--- config.mk ---
export PLATFORM = sky130hd
export DESIGN_NAME = sliding_window_max_unit
export DESIGN_NICKNAME = d
export VERILOG_FILES = /design/src/rtl/swm_pkg.sv /design/src/rtl/swm_cell.sv /design/src/rtl/swm_front_sel.sv /design/src/rtl/sliding_window_max_unit.sv
export SDC_FILE = /design/constraint.sdc
export NUM_CORES = 1
export LEC_CHECK = 0
export CAP_MARGIN = 25
export CORE_MARGIN = 8
export CORE_UTILIZATION = 59
export DETAILED_ROUTE_END_ITERATION = 12
export DONT_BUFFER_PORTS = 1
export HOLD_SLACK_MARGIN = 0.12
export MAX_ROUTING_LAYER = met4
export PLACE_DENSITY = 0.78
export SETUP_SLACK_MARGIN = 0.05
export SLEW_MARGIN = 15
export SYNTH_ARGS = -nofsm -noshare
export SYNTH_HDL_FRONTEND = slang
export SYNTH_HIERARCHICAL = 1
export SYNTH_SLANG_ARGS = --single-unit
export TNS_END_PERCENT = 10
--- constraint.sdc ---
create_clock -name aclk -period 5.9 [get_ports aclk]
set_input_delay 1.18 -clock aclk [delete_from_list [all_inputs] [get_ports aclk]]
set_output_delay 1.18 -clock aclk [all_outputs]
set_load 0.01 [all_outputs]
--- src/rtl/swm_pkg.sv ---
`default_nettype none

package swm_pkg;

    // Deepest window the cell row can hold, and the sample width.
    localparam int MAX_WINDOW  = 16;
    localparam int SAMPLE_BITS = 16;

    // Width of the window size register and of the fill counter.
    localparam int WIN_BITS = 5;

    // Window size after reset.
    localparam logic [WIN_BITS-1:0] WIN_RESET = WIN_BITS'(3);

    // One candidate slot of the row: a sample and whether it may still be a maximum.
    typedef struct packed {
        logic                          valid;
        logic signed [SAMPLE_BITS-1:0] value;
    } cand_t;

    // Control that the top level hands to every cell of the row.
    typedef struct packed {
        logic                          advance;
        logic                          clear;
        logic                          keep;
        logic signed [SAMPLE_BITS-1:0] sample;
    } cell_ctrl_t;

endpackage

`default_nettype wire

--- src/rtl/swm_cell.sv ---
`default_nettype none

module swm_cell (
    input  wire                    aclk,
    input  wire                    aresetn,
    input  wire swm_pkg::cell_ctrl_t ctrl,
    input  wire swm_pkg::cand_t    prev,
    output swm_pkg::cand_t         cand_q,
    output swm_pkg::cand_t         cand_d
);
    import swm_pkg::*;

    logic                          valid_reg;
    logic                          valid_next;
    logic signed [SAMPLE_BITS-1:0] value_reg;
    logic signed [SAMPLE_BITS-1:0] value_next;

    // Take the neighbor's candidate one step older. It survives unless the
    // stream restarts, it falls out of the window, or the new word beats it.
    always_comb begin
        valid_next = valid_reg;
        value_next = value_reg;
        if (ctrl.advance) begin
            value_next = prev.value;
            valid_next = prev.valid && !ctrl.clear && ctrl.keep &&
                         !(prev.value < ctrl.sample);
        end
    end

    always_ff @(posedge aclk) begin
        if (!aresetn) begin
            valid_reg <= 1'b0;
        end else begin
            valid_reg <= valid_next;
        end
    end

    // The value needs no reset; it is only read while its valid bit is set.
    always_ff @(posedge aclk) begin
        value_reg <= value_next;
    end

    assign cand_q = '{valid: valid_reg, value: value_reg};
    assign cand_d = '{valid: valid_next, value: value_next};

endmodule

`default_nettype wire

--- src/rtl/swm_front_sel.sv ---
`default_nettype none

module swm_front_sel (
    input  wire swm_pkg::cand_t                            cands [swm_pkg::MAX_WINDOW],
    output logic signed [swm_pkg::SAMPLE_BITS-1:0]         front_value
);
    import swm_pkg::*;

    // The oldest surviving candidate is the window maximum: survivors never
    // rise in value from oldest to newest. Later (older) hits take priority.
    always_comb begin
        front_value = cands[0].value;
        for (int i = 0; i < MAX_WINDOW; i++) begin
            if (cands[i].valid) begin
                front_value = cands[i].value;
            end
        end
    end

endmodule

`default_nettype wire

--- src/rtl/sliding_window_max_unit.sv ---
`default_nettype none

// Sliding window maximum. Each accepted word carries one signed 16-bit sample
// and a start flag in tuser that restarts the stream before the sample is
// taken. Once window_size samples have arrived since reset or the last start,
// every word yields one result word: the largest of the last window_size
// samples, the new one included; before that, words yield nothing. Window
// sizes of zero act as 1 and sizes above 16 act as 16. The samples sit in a
// row of 16 cells that shifts by one on each accepted word; each cell drops
// its sample once it leaves the window or a newer, strictly larger sample
// arrives. The block takes one word per cycle and puts the result in an output
// register in the cycle after acceptance; it stalls only while that register
// holds a result that the sink has not taken. There is no clearing pass after
// reset. Write cfg_wr_data only between streams or while no word is in flight.
module sliding_window_max_unit (
    input  wire         aclk,
    input  wire         aresetn,

    // Configuration: window size.
    input  wire         cfg_wr_en,
    input  wire  [4:0]  cfg_wr_data,

    // Input words.
    input  wire         s_tvalid,
    output logic        s_tready,
    input  wire  [15:0] s_tdata,   // [15:0] sample
    input  wire  [0:0]  s_tuser,   // [0] start_req

    // Result words.
    output logic        m_tvalid,
    input  wire         m_tready,
    output logic [15:0] m_tdata    // [15:0] window_max
);
    import swm_pkg::*;

    logic [WIN_BITS-1:0]           window_size_reg;
    logic [WIN_BITS-1:0]           win_eff;
    logic [WIN_BITS-1:0]           seen_count_reg;
    logic [WIN_BITS-1:0]           seen_count_next;
    logic [WIN_BITS-1:0]           seen_base;
    logic [WIN_BITS-1:0]           seen_inc;
    logic                          m_tvalid_reg;
    logic                          m_tvalid_next;
    logic [15:0]                   m_tdata_reg;
    logic                          s_accept;
    logic                          start_req;
    logic                          has_result;
    logic signed [SAMPLE_BITS-1:0] sample;
    logic signed [SAMPLE_BITS-1:0] front_value;

    cell_ctrl_t ctrl [MAX_WINDOW];
    cand_t      prev [MAX_WINDOW];
    cand_t      cand_q [MAX_WINDOW];
    cand_t      cand_d [MAX_WINDOW];

    assign sample    = s_tdata[SAMPLE_BITS-1:0];
    assign start_req = s_tuser[0];
    assign s_tready  = !m_tvalid_reg || m_tready;
    assign s_accept  = s_tvalid && s_tready;

    // Window size register.
    always_ff @(posedge aclk) begin
        if (!aresetn) begin
            window_size_reg <= WIN_RESET;
        end else if (cfg_wr_en) begin
            window_size_reg <= cfg_wr_data;
        end
    end

    // Clamp the window size to what the row can hold.
    always_comb begin
        win_eff = window_size_reg;
        if (window_size_reg == '0) begin
            win_eff = WIN_BITS'(1);
        end else if (window_size_reg > WIN_BITS'(MAX_WINDOW)) begin
            win_eff = WIN_BITS'(MAX_WINDOW);
        end
    end

    // Per-cell control and the neighbor chain; cell 0 takes the new sample.
    always_comb begin
        for (int i = 0; i < MAX_WINDOW; i++) begin
            ctrl[i].advance = s_accept;
            ctrl[i].clear   = (i != 0) && start_req;
            ctrl[i].keep    = (WIN_BITS'(i) < win_eff);
            ctrl[i].sample  = sample;
            if (i == 0) begin
                prev[i] = '{valid: 1'b1, value: sample};
            end else begin
                prev[i] = cand_q[i-1];
            end
        end
    end

    for (genvar g = 0; g < MAX_WINDOW; g++) begin : g_cell
        swm_cell u_cell (
            .aclk    (aclk),
            .aresetn (aresetn),
            .ctrl    (ctrl[g]),
            .prev    (prev[g]),
            .cand_q  (cand_q[g]),
            .cand_d  (cand_d[g])
        );
    end

    swm_front_sel u_front_sel (
        .cands       (cand_d),
        .front_value (front_value)
    );

    // Count of samples seen, saturating at the window size.
    always_comb begin
        seen_base = start_req ? '0 : seen_count_reg;
        seen_inc  = seen_base + WIN_BITS'(1);
        seen_count_next = seen_count_reg;
        if (s_accept) begin
            seen_count_next = (seen_inc > win_eff) ? win_eff : seen_inc;
        end
    end

    assign has_result = (seen_count_next >= win_eff);

    always_ff @(posedge aclk) begin
        if (!aresetn) begin
            seen_count_reg <= '0;
        end else begin
            seen_count_reg <= seen_count_next;
        end
    end

    // Output register.
    always_comb begin
        m_tvalid_next = m_tvalid_reg && !m_tready;
        if (s_accept && has_result) begin
            m_tvalid_next = 1'b1;
        end
    end

    always_ff @(posedge aclk) begin
        if (!aresetn) begin
            m_tvalid_reg <= 1'b0;
        end else begin
            m_tvalid_reg <= m_tvalid_next;
        end
    end

    always_ff @(posedge aclk) begin
        if (s_accept && has_result) begin
            m_tdata_reg <= 16'(front_value);
        end
    end

    assign m_tvalid = m_tvalid_reg;
    assign m_tdata  = m_tdata_reg;

`ifndef NO_ASSERTIONS
    // The newest sample always survives its own step.
    a_newest_kept: assert property (@(posedge aclk) disable iff (!aresetn)
        s_accept |=> cand_q[0].valid)
        else $error("newest cell not valid after accept");

    // The fill count never passes the deepest window.
    a_seen_bound: assert property (@(posedge aclk) disable iff (!aresetn)
        seen_count_reg <= WIN_BITS'(MAX_WINDOW))
        else $error("fill count beyond window depth");

    // A new result only follows an accepted word.
    a_result_source: assert property (@(posedge aclk) disable iff (!aresetn)
        $rose(m_tvalid_reg) |-> $past(s_accept))
        else $error("result without accepted word");

    // A fresh start with a window of one yields a result at once.
    a_start_result: assert property (@(posedge aclk) disable iff (!aresetn)
        (s_accept && start_req && win_eff == WIN_BITS'(1)) |=> m_tvalid_reg)
        else $error("missing result after start with window of one");
`endif

endmodule

`default_nettype wire

==> results of run 1 <==
==> power groups by stage <==
| stage | logic (mW) | clock network [mW] | registers [mW] |
|---|---|---|---|
| after CTS | 4.58 | 2.11 | 3.77 |
| after global placement | 4.30 | 0 | 3.77 |
| after global routing | 5.15 | 2.20 | 3.91 |
| after floorplan | 3.64 | 0 | 3.53 |
| after detailed placement | 4.54 | 0 | 3.81 |
| final | 4.66 | 2.08 | 3.77 |
==> worst paths after layout <==
kind	end	slack, ps	cells after the start
hold reg to reg	g_cell[15].u_cell/value_reg[3]	460	1
hold / removal	g_cell[15].u_cell/value_reg[3]	460	1
setup / recovery	m_tdata[5]	1230	18
setup reg to reg	m_tdata[5]	1520	18
==> area by class of cell <==
class,count,area (sq um),share of cell area [%]
inverters,294,1116,5.225
clock buffers,46,967.2,4.528
multi-input cells,1448,12300,57.56
clock inverters,13,113.9,0.5330
flip-flops and latches,299,6146,28.77
well taps,448,560.5,2.624
repair buffers,21,161.4,0.7556
==> placed cells by master, fill, tap and decap left out, types with 20 or more instances in the layout <==
master,count
mux2i_1,31
mux2_2,192
mux2_1,64
nor2_1,29
o21ai_1,42
clkbuf_16,35
nand3b_1,32
nand3_1,72
inv_1,291
ha_1,251
dfxtp_1,283
buf_4,20
nor2_2,32
a31oi_1,20
o21ai_0,46
or2b_1,24
nor2b_1,20
a21oi_1,198
nand2_1,103
==> worst max-delay path, cell delays in order <==
cell and delay [ps]:
nor2b_1 210, ha_1 310, nand3_1 120, xor2_1 150, nor2_1 120, ha_1 290, and4_4 180, and2_4 170
nand2b_4 150, or4_1 490, and3_1 210, ha_1 280, nand2b_1 140, a21o_1 180, a21o_1 170, a21oi_1 250
o21ai_2 90, buf_4 220
==> through the flow <==
step | total power [mW] | utilization [%]
after floorplan | 7.174 | -
after global placement | 8.067 | 60.44
after detailed placement | 8.346 | 60.44
after CTS | 10.46 | 63.67
after global routing | 11.26 | 63.70
final | 10.51 | 63.70
==> per-layer routing <==
metal	track usage [%]	vias up	routed length, microns
li1	-	7549	-
met1	29.82	7391	21570
met2	40.82	413	23560
met3	4.050	105	3177
met4	8.752	0	1631
met5	-	-	0
==> metrics.txt, run 1 <==
Setup-failing EPs final 0; vias in the first global route approximately 16000; vias ~15000; grt total ovfl 0; logic gate share of total power 44.4%; synthesized area per cell between 9 and 10 sq um; RSZ-0062 raised after global routing no; setup TNS 0 ps; # clock sinks roughly 300; Detailed Place HPWL between 30 and 40 mm; H-tree Lvls 2; Placer Congestion 0.9116; Post-Route WL 49.93 mm; Yosys Warn Count 6; Post-CTS Setup Inserts 0; fin. max-slew vios 0; root buffer cell clkbuf_16; Startpoint Class primary input; Final Non-Filler Cells 2569; starting density of the core between 50% and 60%; Final WS setup ~1200 ps; Routed Antenna Nets 0; CP Launch Point s_tuser; layout cell share with drive strength beyond 1 around a fifth; Final Net Count between 2000 and 2500; Final Hold Fails 0; Leakage a little under 10 nW; switch share about two fifths; Worst Hold Launch g_cell[15].u_cell/value_reg[3]; post-route clock skew between 10 and 15 ps; initial antenna violation count 0; status completed; post-synthesis cell count between 2000 and 2500; Arr. time, crit path ~4900 ps; Port-buffer cells 0; PwrDens 492.0 mW/mm^2; CTS buffer count 34; number of max-capacitance violations reported 0; CTS Hold Bufs 0; Hold Crit Class flop to flop; hold slack final roughly 460 ps; Period Utilization, post-route roughly four fifths; Post-DP Area around 0.020 sq mm; Clk pin slew, worst setup/hold paths 60 ps; part of the power in registers 35.8%; NetSw 4.058 mW; core area approximately 0.034 sq mm; vias per cell around 6; drt pass-1 iters 5; placed insts 2509; GRT Util Overall between 20% and 30%; post-CTS sizing 0; area grow syn2layout 6.268%; # diodes 0; max reg flops roughly 260; die area 0.04023 sq mm; global-route wire length before repair 79.65 mm; post-synthesis cell area between 0.02 and 0.025 sq mm; CP required 6150 ps; worst slew pin tran between 900 and 1000 ps; Die X 200.6 microns; Fillers between 2000 and 3000; CP max FO 21; pin count of the biggest net entering global routing 90; DRC 0; CP Capture Type flop; clock network power share around a fifth; Place WS approximately 730 ps; Die Y ~200 microns; final instance area approximately 0.021 sq mm; Rel. slew slack roughly two fifths; fin crit period around 4700 ps; TritonCTS clock tree built; worst skew pair latency 520 ps; Iter 0 DRT Violations just over 1000; WS Path Type primary input to flop; internal power roughly 6.5 mW; post-DR wirelength/cell slightly below 20 microns; I/O Pins 45; VDD IR max ~0.00026 V; Rows 67; Max clock buf depth 3; Max Clk Rate 214.2 MHz; FF-to-FF Start seen_count_reg[0]
Note: power is estimated with default switching activity, not from simulation.
==> run 2: changes to the inputs <==
--- a/config.mk
+++ b/config.mk
@@ -7,12 +7,12 @@
 export LEC_CHECK = 0
 export CAP_MARGIN = 25
 export CORE_MARGIN = 8
-export CORE_UTILIZATION = 59
+export CORE_UTILIZATION = 60
 export DETAILED_ROUTE_END_ITERATION = 12
 export DONT_BUFFER_PORTS = 1
 export HOLD_SLACK_MARGIN = 0.12
 export MAX_ROUTING_LAYER = met4
-export PLACE_DENSITY = 0.78
+export PLACE_DENSITY = 0.76
 export SETUP_SLACK_MARGIN = 0.05
 export SLEW_MARGIN = 15
 export SYNTH_ARGS = -nofsm -noshare
==> constraint.sdc (replaced) <==
create_clock -name aclk -period 4.8 [get_ports aclk]
set_input_delay 0.96 -clock aclk [delete_from_list [all_inputs] [get_ports aclk]]
set_output_delay 0.96 -clock aclk [all_outputs]
set_load 0.01 [all_outputs]
==> run 2 against run 1 <==
Effect of this change:
- via count shrank 0.93%
- register-to-register slack worse by 1100 ps
- count of clock-buffer cells in the layout up 11
- highest routed layer unchanged
- routed wire length rose by 0.69%
- die area fell by 1.5%
- setup slack lost 890 ps
- first-iteration DRC count is 3.9% lower
- critical path depth shrank 1
==> metrics.txt, run 2 (synthesis gave the netlist of run 1 again) <==
hold slack final 465.6 ps (+5.292 ps); Final Hold Fails 0 (unchanged); # diodes 0 (unchanged); area grow syn2layout 6.947%; Rel. slew slack 33.84% (-5.8 points); most frequent cells in the layout inv_1 (291), dfxtp_1 (283), ha_1 (251); Fillers 2674 (-1.4%); DRC 0 (unchanged); grt total ovfl 0 (unchanged); CP required 4940 ps (-1210 ps); RSZ-0062 raised after global routing no; Post-CTS Setup Inserts 0 (unchanged); FF-to-FF Start seen_count_reg[0]; Setup-failing EPs final 0 (unchanged); Final Non-Filler Cells 2581 (+0.47%); TritonCTS clock tree built; number of max-capacitance violations reported 0 (unchanged); vias in the first global route 15560 (+0.21%); Die X 199.0 microns (-0.77%); VDD IR max 0.0002598 V (+0.20%); worst slew pin tran 992.4 ps (+87.73 ps); Die Y 199.0 microns (-0.77%); vias per cell 5.933 (-1.4%); post-DR wirelength/cell 19.48 microns (+0.22%); die area 0.03961 sq mm (-1.5%); WS Path Type primary input to flop; Final Net Count 2388 (+0.51%); Port-buffer cells 0 (unchanged); Arr. time, crit path 4590 ps (-330 ps); CTS buffer count 37 (+8.8%); Place WS -161.7 ps (-892.6 ps); Post-Route WL 50.28 mm (+0.69%); Leakage 9.801 nW (+0.68%); max reg flops 256 (unchanged); Detailed Place HPWL 38.32 mm (+0.61%); drt pass-1 iters 5 (unchanged); Rows 67 (unchanged); CP max FO 21 (unchanged); Clk pin slew, worst setup/hold paths 60 ps (about the same); r2r setup slk 390 ps (-1130 ps); Iter 0 DRT Violations 993 (-3.9%); Startpoint Class primary input; CP Launch Point s_tuser; core area 0.03328 sq mm (-0.75%); starting density of the core 60.40% (+0.45 points); Worst Hold Launch g_cell[15].u_cell/value_reg[3]; Final WS setup 346.6 ps (-885.6 ps); Placer Congestion 0.8823 (-3.2%); initial antenna violation count 0 (unchanged); CP Capture Type flop; vias 15310 (-0.93%); root buffer cell clkbuf_16; post-CTS sizing 0 (unchanged); fin. max-slew vios 0 (unchanged); global-route wire length before repair 80.81 mm (+1.5%); I/O Pins 45 (unchanged); GRT Util Overall 26.05% (+1.5 points); Max Clk Rate around 220 MHz; Hold Crit Class flop to flop; post-route clock skew 19.64 ps (+7.825 ps); Max clock buf depth 3 (unchanged); commonest non-fill, non-tap cell in the layout inv_1; layout cell share with drive strength beyond 1 19.60% (+0.27 points); status completed; H-tree Lvls 2 (unchanged); # clock sinks 299 (unchanged); Routed Antenna Nets 0 (unchanged); worst skew pair latency 520 ps (about the same); Period Utilization, post-route a little over 90%; pin count of the biggest net entering global routing 89 (-1.1%); PwrDens 608.9 mW/mm^2 (+24%); placed insts 2519 (+0.40%); CTS Hold Bufs 0 (unchanged); fin crit period about 4500 ps
[run 2: cell count changes in the layout (fill, tap and decap cells not counted), sizes merged]
cell / previous run / this run
buf: 21 / 30
bufinv: 2 / 1
clkbuf: 46 / 57
clkinv: 13 / 5
inv: 292 / 293
[run 2: critical path: stages]
cell and delay [ps]:
nor2b_1 150, ha_1 210, nand3_1 100, xor2_1 160, nor2_1 140, ha_1 270
and4_4 170, and2_4 160, nand2b_4 130, or4_1 490, and3_1 200, ha_1 260
nand2b_1 90, a21o_1 110, a21o_1 100, a21oi_1 90, o21ai_2 790
[run 2: per-stage QoR]
stage	util (%)	instance area (sq um)	total power, mW	setup TNS (ps)
3_3_place_gp	61.14	20350	10.00	-2093
5_1_grt	64.59	21500	14.02	0
6_report	64.59	21500	13.09	0
2_1_floorplan	-	20110	8.819	0
4_1_cts	64.59	21500	13.05	0
3_5_place_dp	61.16	20360	10.33	-2550
[run 2: report_power, final]
part           switching [mW]  total (mW)  internal [mW]
registers               0.909        4.66           3.75
clock network            1.06        2.67           1.60
logic                    3.10        5.76           2.66
[run 2: routing by layer]
layer / wire (microns) / vias up / track usage, %
met5: 0 / - / -
met4: 1642 / 0 / 9.058
met3: 2601 / 107 / 3.806
met2: 23730 / 406 / 42.78
met1: 22300 / 7251 / 32.39
li1: - / 7550 / -
[run 2: cell type report]
cell class / instances / area, sq um / share of cell area, %
Multi-Input combinational cell: 1448 / 12300 / 57.20
Sequential cell: 299 / 6146 / 28.59
Inverter: 294 / 1116 / 5.192
Clock buffer: 57 / 1084 / 5.040
Tap cell: 448 / 560.5 / 2.608
Timing Repair Buffer: 30 / 237.7 / 1.106
Clock inverter: 5 / 57.56 / 0.2677
[run 2: path summary, 6_finish.rpt]
kind	end	cells past startpoint
worst max-delay path	m_tdata[6]	17
worst min-delay path	g_cell[15].u_cell/value_reg[3]	1
worst max register to register	m_tdata[6]	17
worst min register to register	g_cell[15].u_cell/value_reg[3]	1
==> run 3: changes to the inputs <==
--- a/config.mk
+++ b/config.mk
@@ -6,13 +6,15 @@
 export NUM_CORES = 1
 export LEC_CHECK = 0
 export CAP_MARGIN = 25
+export CELL_PAD_IN_SITES_DETAIL_PLACEMENT = 0
+export CELL_PAD_IN_SITES_GLOBAL_PLACEMENT = 1
 export CORE_MARGIN = 8
-export CORE_UTILIZATION = 60
+export CORE_UTILIZATION = 51
 export DETAILED_ROUTE_END_ITERATION = 12
 export DONT_BUFFER_PORTS = 1
 export HOLD_SLACK_MARGIN = 0.12
 export MAX_ROUTING_LAYER = met4
-export PLACE_DENSITY = 0.76
+export PLACE_DENSITY_LB_ADDON = 0.1
 export SETUP_SLACK_MARGIN = 0.05
 export SLEW_MARGIN = 15
 export SYNTH_ARGS = -nofsm -noshare
==> run 3 against run 2 <==
Effect of this change:
- critical path depth grew 1
- core utilization shrank 8.7 points
- clock power grew 2%
- sequential cell count is the same
- count of clock-buffer cells in the layout shrank 3
- die area grew 16%
- global-route usage shrank 3.4 points
- register-to-register slack gained 240 ps
- setup slack gained 220 ps
- highest routed layer unchanged
==> metrics.txt, run 3 (synthesis gave the netlist of run 1 again) <==
status completed; die area 0.04602 sq mm (+16%); worst skew pair latency 520 ps (about the same); CP required 5070 ps (+130 ps); Place WS -260.0 ps (-98.36 ps); CP max stage delay 500 ps (-290 ps); vias in the first global route 14860 (-4.5%); max reg flops 256 (unchanged); post-DR wirelength/cell 19.53 microns (+0.27%); grt total ovfl 0 (unchanged); CP max FO 21 (unchanged); Port-buffer cells 0 (unchanged); final instance area 0.02167 sq mm (+0.80%); worst r2r dst m_tdata[5]; starting density of the core 51.89% (-8.5 points); Largest delay share family, worst path simple AND/OR/NAND/NOR gates; area grow syn2layout 7.806%; Clk pin slew, worst setup/hold paths 60 ps (about the same); CP Capture Type flop; number of max-capacitance violations reported 0 (unchanged); Iter 0 DRT Violations 902 (-9.2%); PwrDens 604.0 mW/mm^2 (-0.80%); initial antenna violation count 2 (+2); critical-path cell list nor2b_1 > ha_1 > nand3_1 > xor2_1 > nor2_1 > ha_1 > and4_4 > and2_4 > nand2b_4 > or4_1 > and3_1 > ha_1 > nand2b_1 > a21o_1 > a21o_1 > a21oi_1 > o21ai_2 > buf_6; post-CTS sizing 0 (unchanged); Routed Antenna Nets 0 (unchanged); I/O Pins 45 (unchanged); Setup-failing EPs final 0 (unchanged); # clock sinks 299 (unchanged); Startpoint Class primary input; CP Launch Point s_tuser; Detailed Place HPWL 40.83 mm (+6.6%); CP max-delay cell or4_1; drt pass-1 iters 5 (unchanged); GRT Util Overall 22.60% (-3.4 points); post-route clock skew 10.07 ps (-9.571 ps); Final WS setup 567.2 ps (+220.7 ps); Crit path depth 18 (+1); Die Y 214.5 microns (+7.8%); fin crit period 4233 ps (-220.7 ps); Worst Setup EP m_tdata[5]; r2r setup slk 630 ps (+240 ps); VDD IR max 0.0003735 V (+44%); Rows 72 (+7.5%); Final Net Count 2391 (+0.13%); CTS Hold Bufs 0 (unchanged); WS Path Type primary input to flop; Worst Path Buf+Inv 1 (+1); Period Utilization, post-route 88.18% (-4.6 points); Leakage 9.852 nW (+0.52%); RSZ-0062 raised after global routing no; Worst Reg-to-Reg Cells 18 (+1); commonest non-fill, non-tap cell in the layout inv_1; worst slew pin tran 724.0 ps (-268.4 ps); Rel. slew slack 51.73% (+18 points); CTS buffer count 36 (-2.7%); Arr. time, crit path 4500 ps (-90 ps); H-tree Lvls 2 (unchanged); setup TNS 0 ps (unchanged); Die X 214.5 microns (+7.8%); Placer Congestion 0.8514 (-3.5%); DRC 0 (unchanged); Post-DP Area 0.02045 sq mm (+0.49%); core area 0.03874 sq mm (+16%); Max clock buf depth 3 (unchanged); root buffer cell clkbuf_16; Post-Route WL 51.94 mm (+3.3%); layout cell share with drive strength beyond 1 20.01% (+0.41 points); Post-CTS Setup Inserts 0 (unchanged); CP dominant cell by count ha_1; pin count of the biggest net entering global routing 56 (-37%); Max Clk Rate 236.3 MHz (+5.2%); FF-to-FF Start seen_count_reg[0]; vias per cell 5.613 (-5.4%); vias 14930 (-2.5%); most frequent cells in the layout inv_1 (291), dfxtp_1 (283), ha_1 (251); fin. max-slew vios 0 (unchanged); TritonCTS clock tree built; Final Hold Fails 0 (unchanged); global-route wire length before repair 81.64 mm (+1.0%); Hold Crit Class flop to flop
[run 3: cell count changes in the layout (fill, tap and decap cells not counted), sizes merged]
cell	previous run	this run
clkinv	5	11
inv	293	291
buf	30	34
diode	0	2
clkbuf	57	54
bufinv	1	2
[run 3: layer usage]
metal	wire [microns]	part of all wire [%]	up-vias	GRT usage [%]
li1	-	-	7572	-
met1	25000	48	7038	30.14
met2	23380	45	231	35.35
met3	2241	4.3	85	3.371
met4	1314	2.5	0	6.330
met5	0	0	-	-
[run 3: final cells by class]
class / instances / area, sq um
diodes: 2 / 5.005
clock buffers: 54 / 1071
fillers: 3601 / 17070
multi-input cells: 1448 / 12300
clock inverters: 10 / 100.1
inverters: 294 / 1116
well taps: 518 / 648.1
flip-flops and latches: 299 / 6146
repair buffers: 34 / 279.0
[run 3: worst min-delay path by stage]
stage                                                  to  depth (start not counted)                             from  slack, ps
after detailed placement  g_cell[15].u_cell/value_reg[15]                          1  g_cell[15].u_cell/value_reg[15]        450
final                      g_cell[15].u_cell/value_reg[3]                          1   g_cell[15].u_cell/value_reg[3]        460
after CTS                 g_cell[15].u_cell/value_reg[15]                          1  g_cell[15].u_cell/value_reg[15]        460
after floorplan           g_cell[15].u_cell/value_reg[13]                          1  g_cell[15].u_cell/value_reg[13]        430
after global routing       g_cell[15].u_cell/value_reg[1]                          1   g_cell[15].u_cell/value_reg[1]        480
after global placement     g_cell[15].u_cell/value_reg[3]                          1   g_cell[15].u_cell/value_reg[3]        440
[run 3: worst register-to-register path, cell delays in order (launching register included)]
cell	delay [ps]
dfxtp_1	340
nor2b_1	200
ha_1	200
nand3_1	90
xor2_1	150
nor2_1	150
ha_1	270
and4_4	160
and2_4	150
nand2b_4	130
or4_1	500
and3_1	210
ha_1	280
nand2b_1	140
a21o_1	170
a21o_1	170
a21oi_1	230
o21ai_2	170
buf_6	200
[run 3: report_power, final]
group | switching [mW] | internal (mW) | leakage [nW] | total (mW)
logic | 3.05 | 2.68 | 6.74 | 5.73
clock network | 1.08 | 1.65 | 0.583 | 2.72
registers | 0.881 | 3.75 | 2.53 | 4.63
[run 3: stage by stage]
stage	hold slack (ps)	total power [mW]	utilization [%]	cells
global route	483.9	14.11	55.94	2659
finish	460.2	13.09	55.94	2659
CTS	463.0	13.16	55.83	2655
floorplan	434.0	8.819	-	2151
detailed placement	449.7	10.37	52.80	2591
global placement	441.1	10.17	52.80	2591
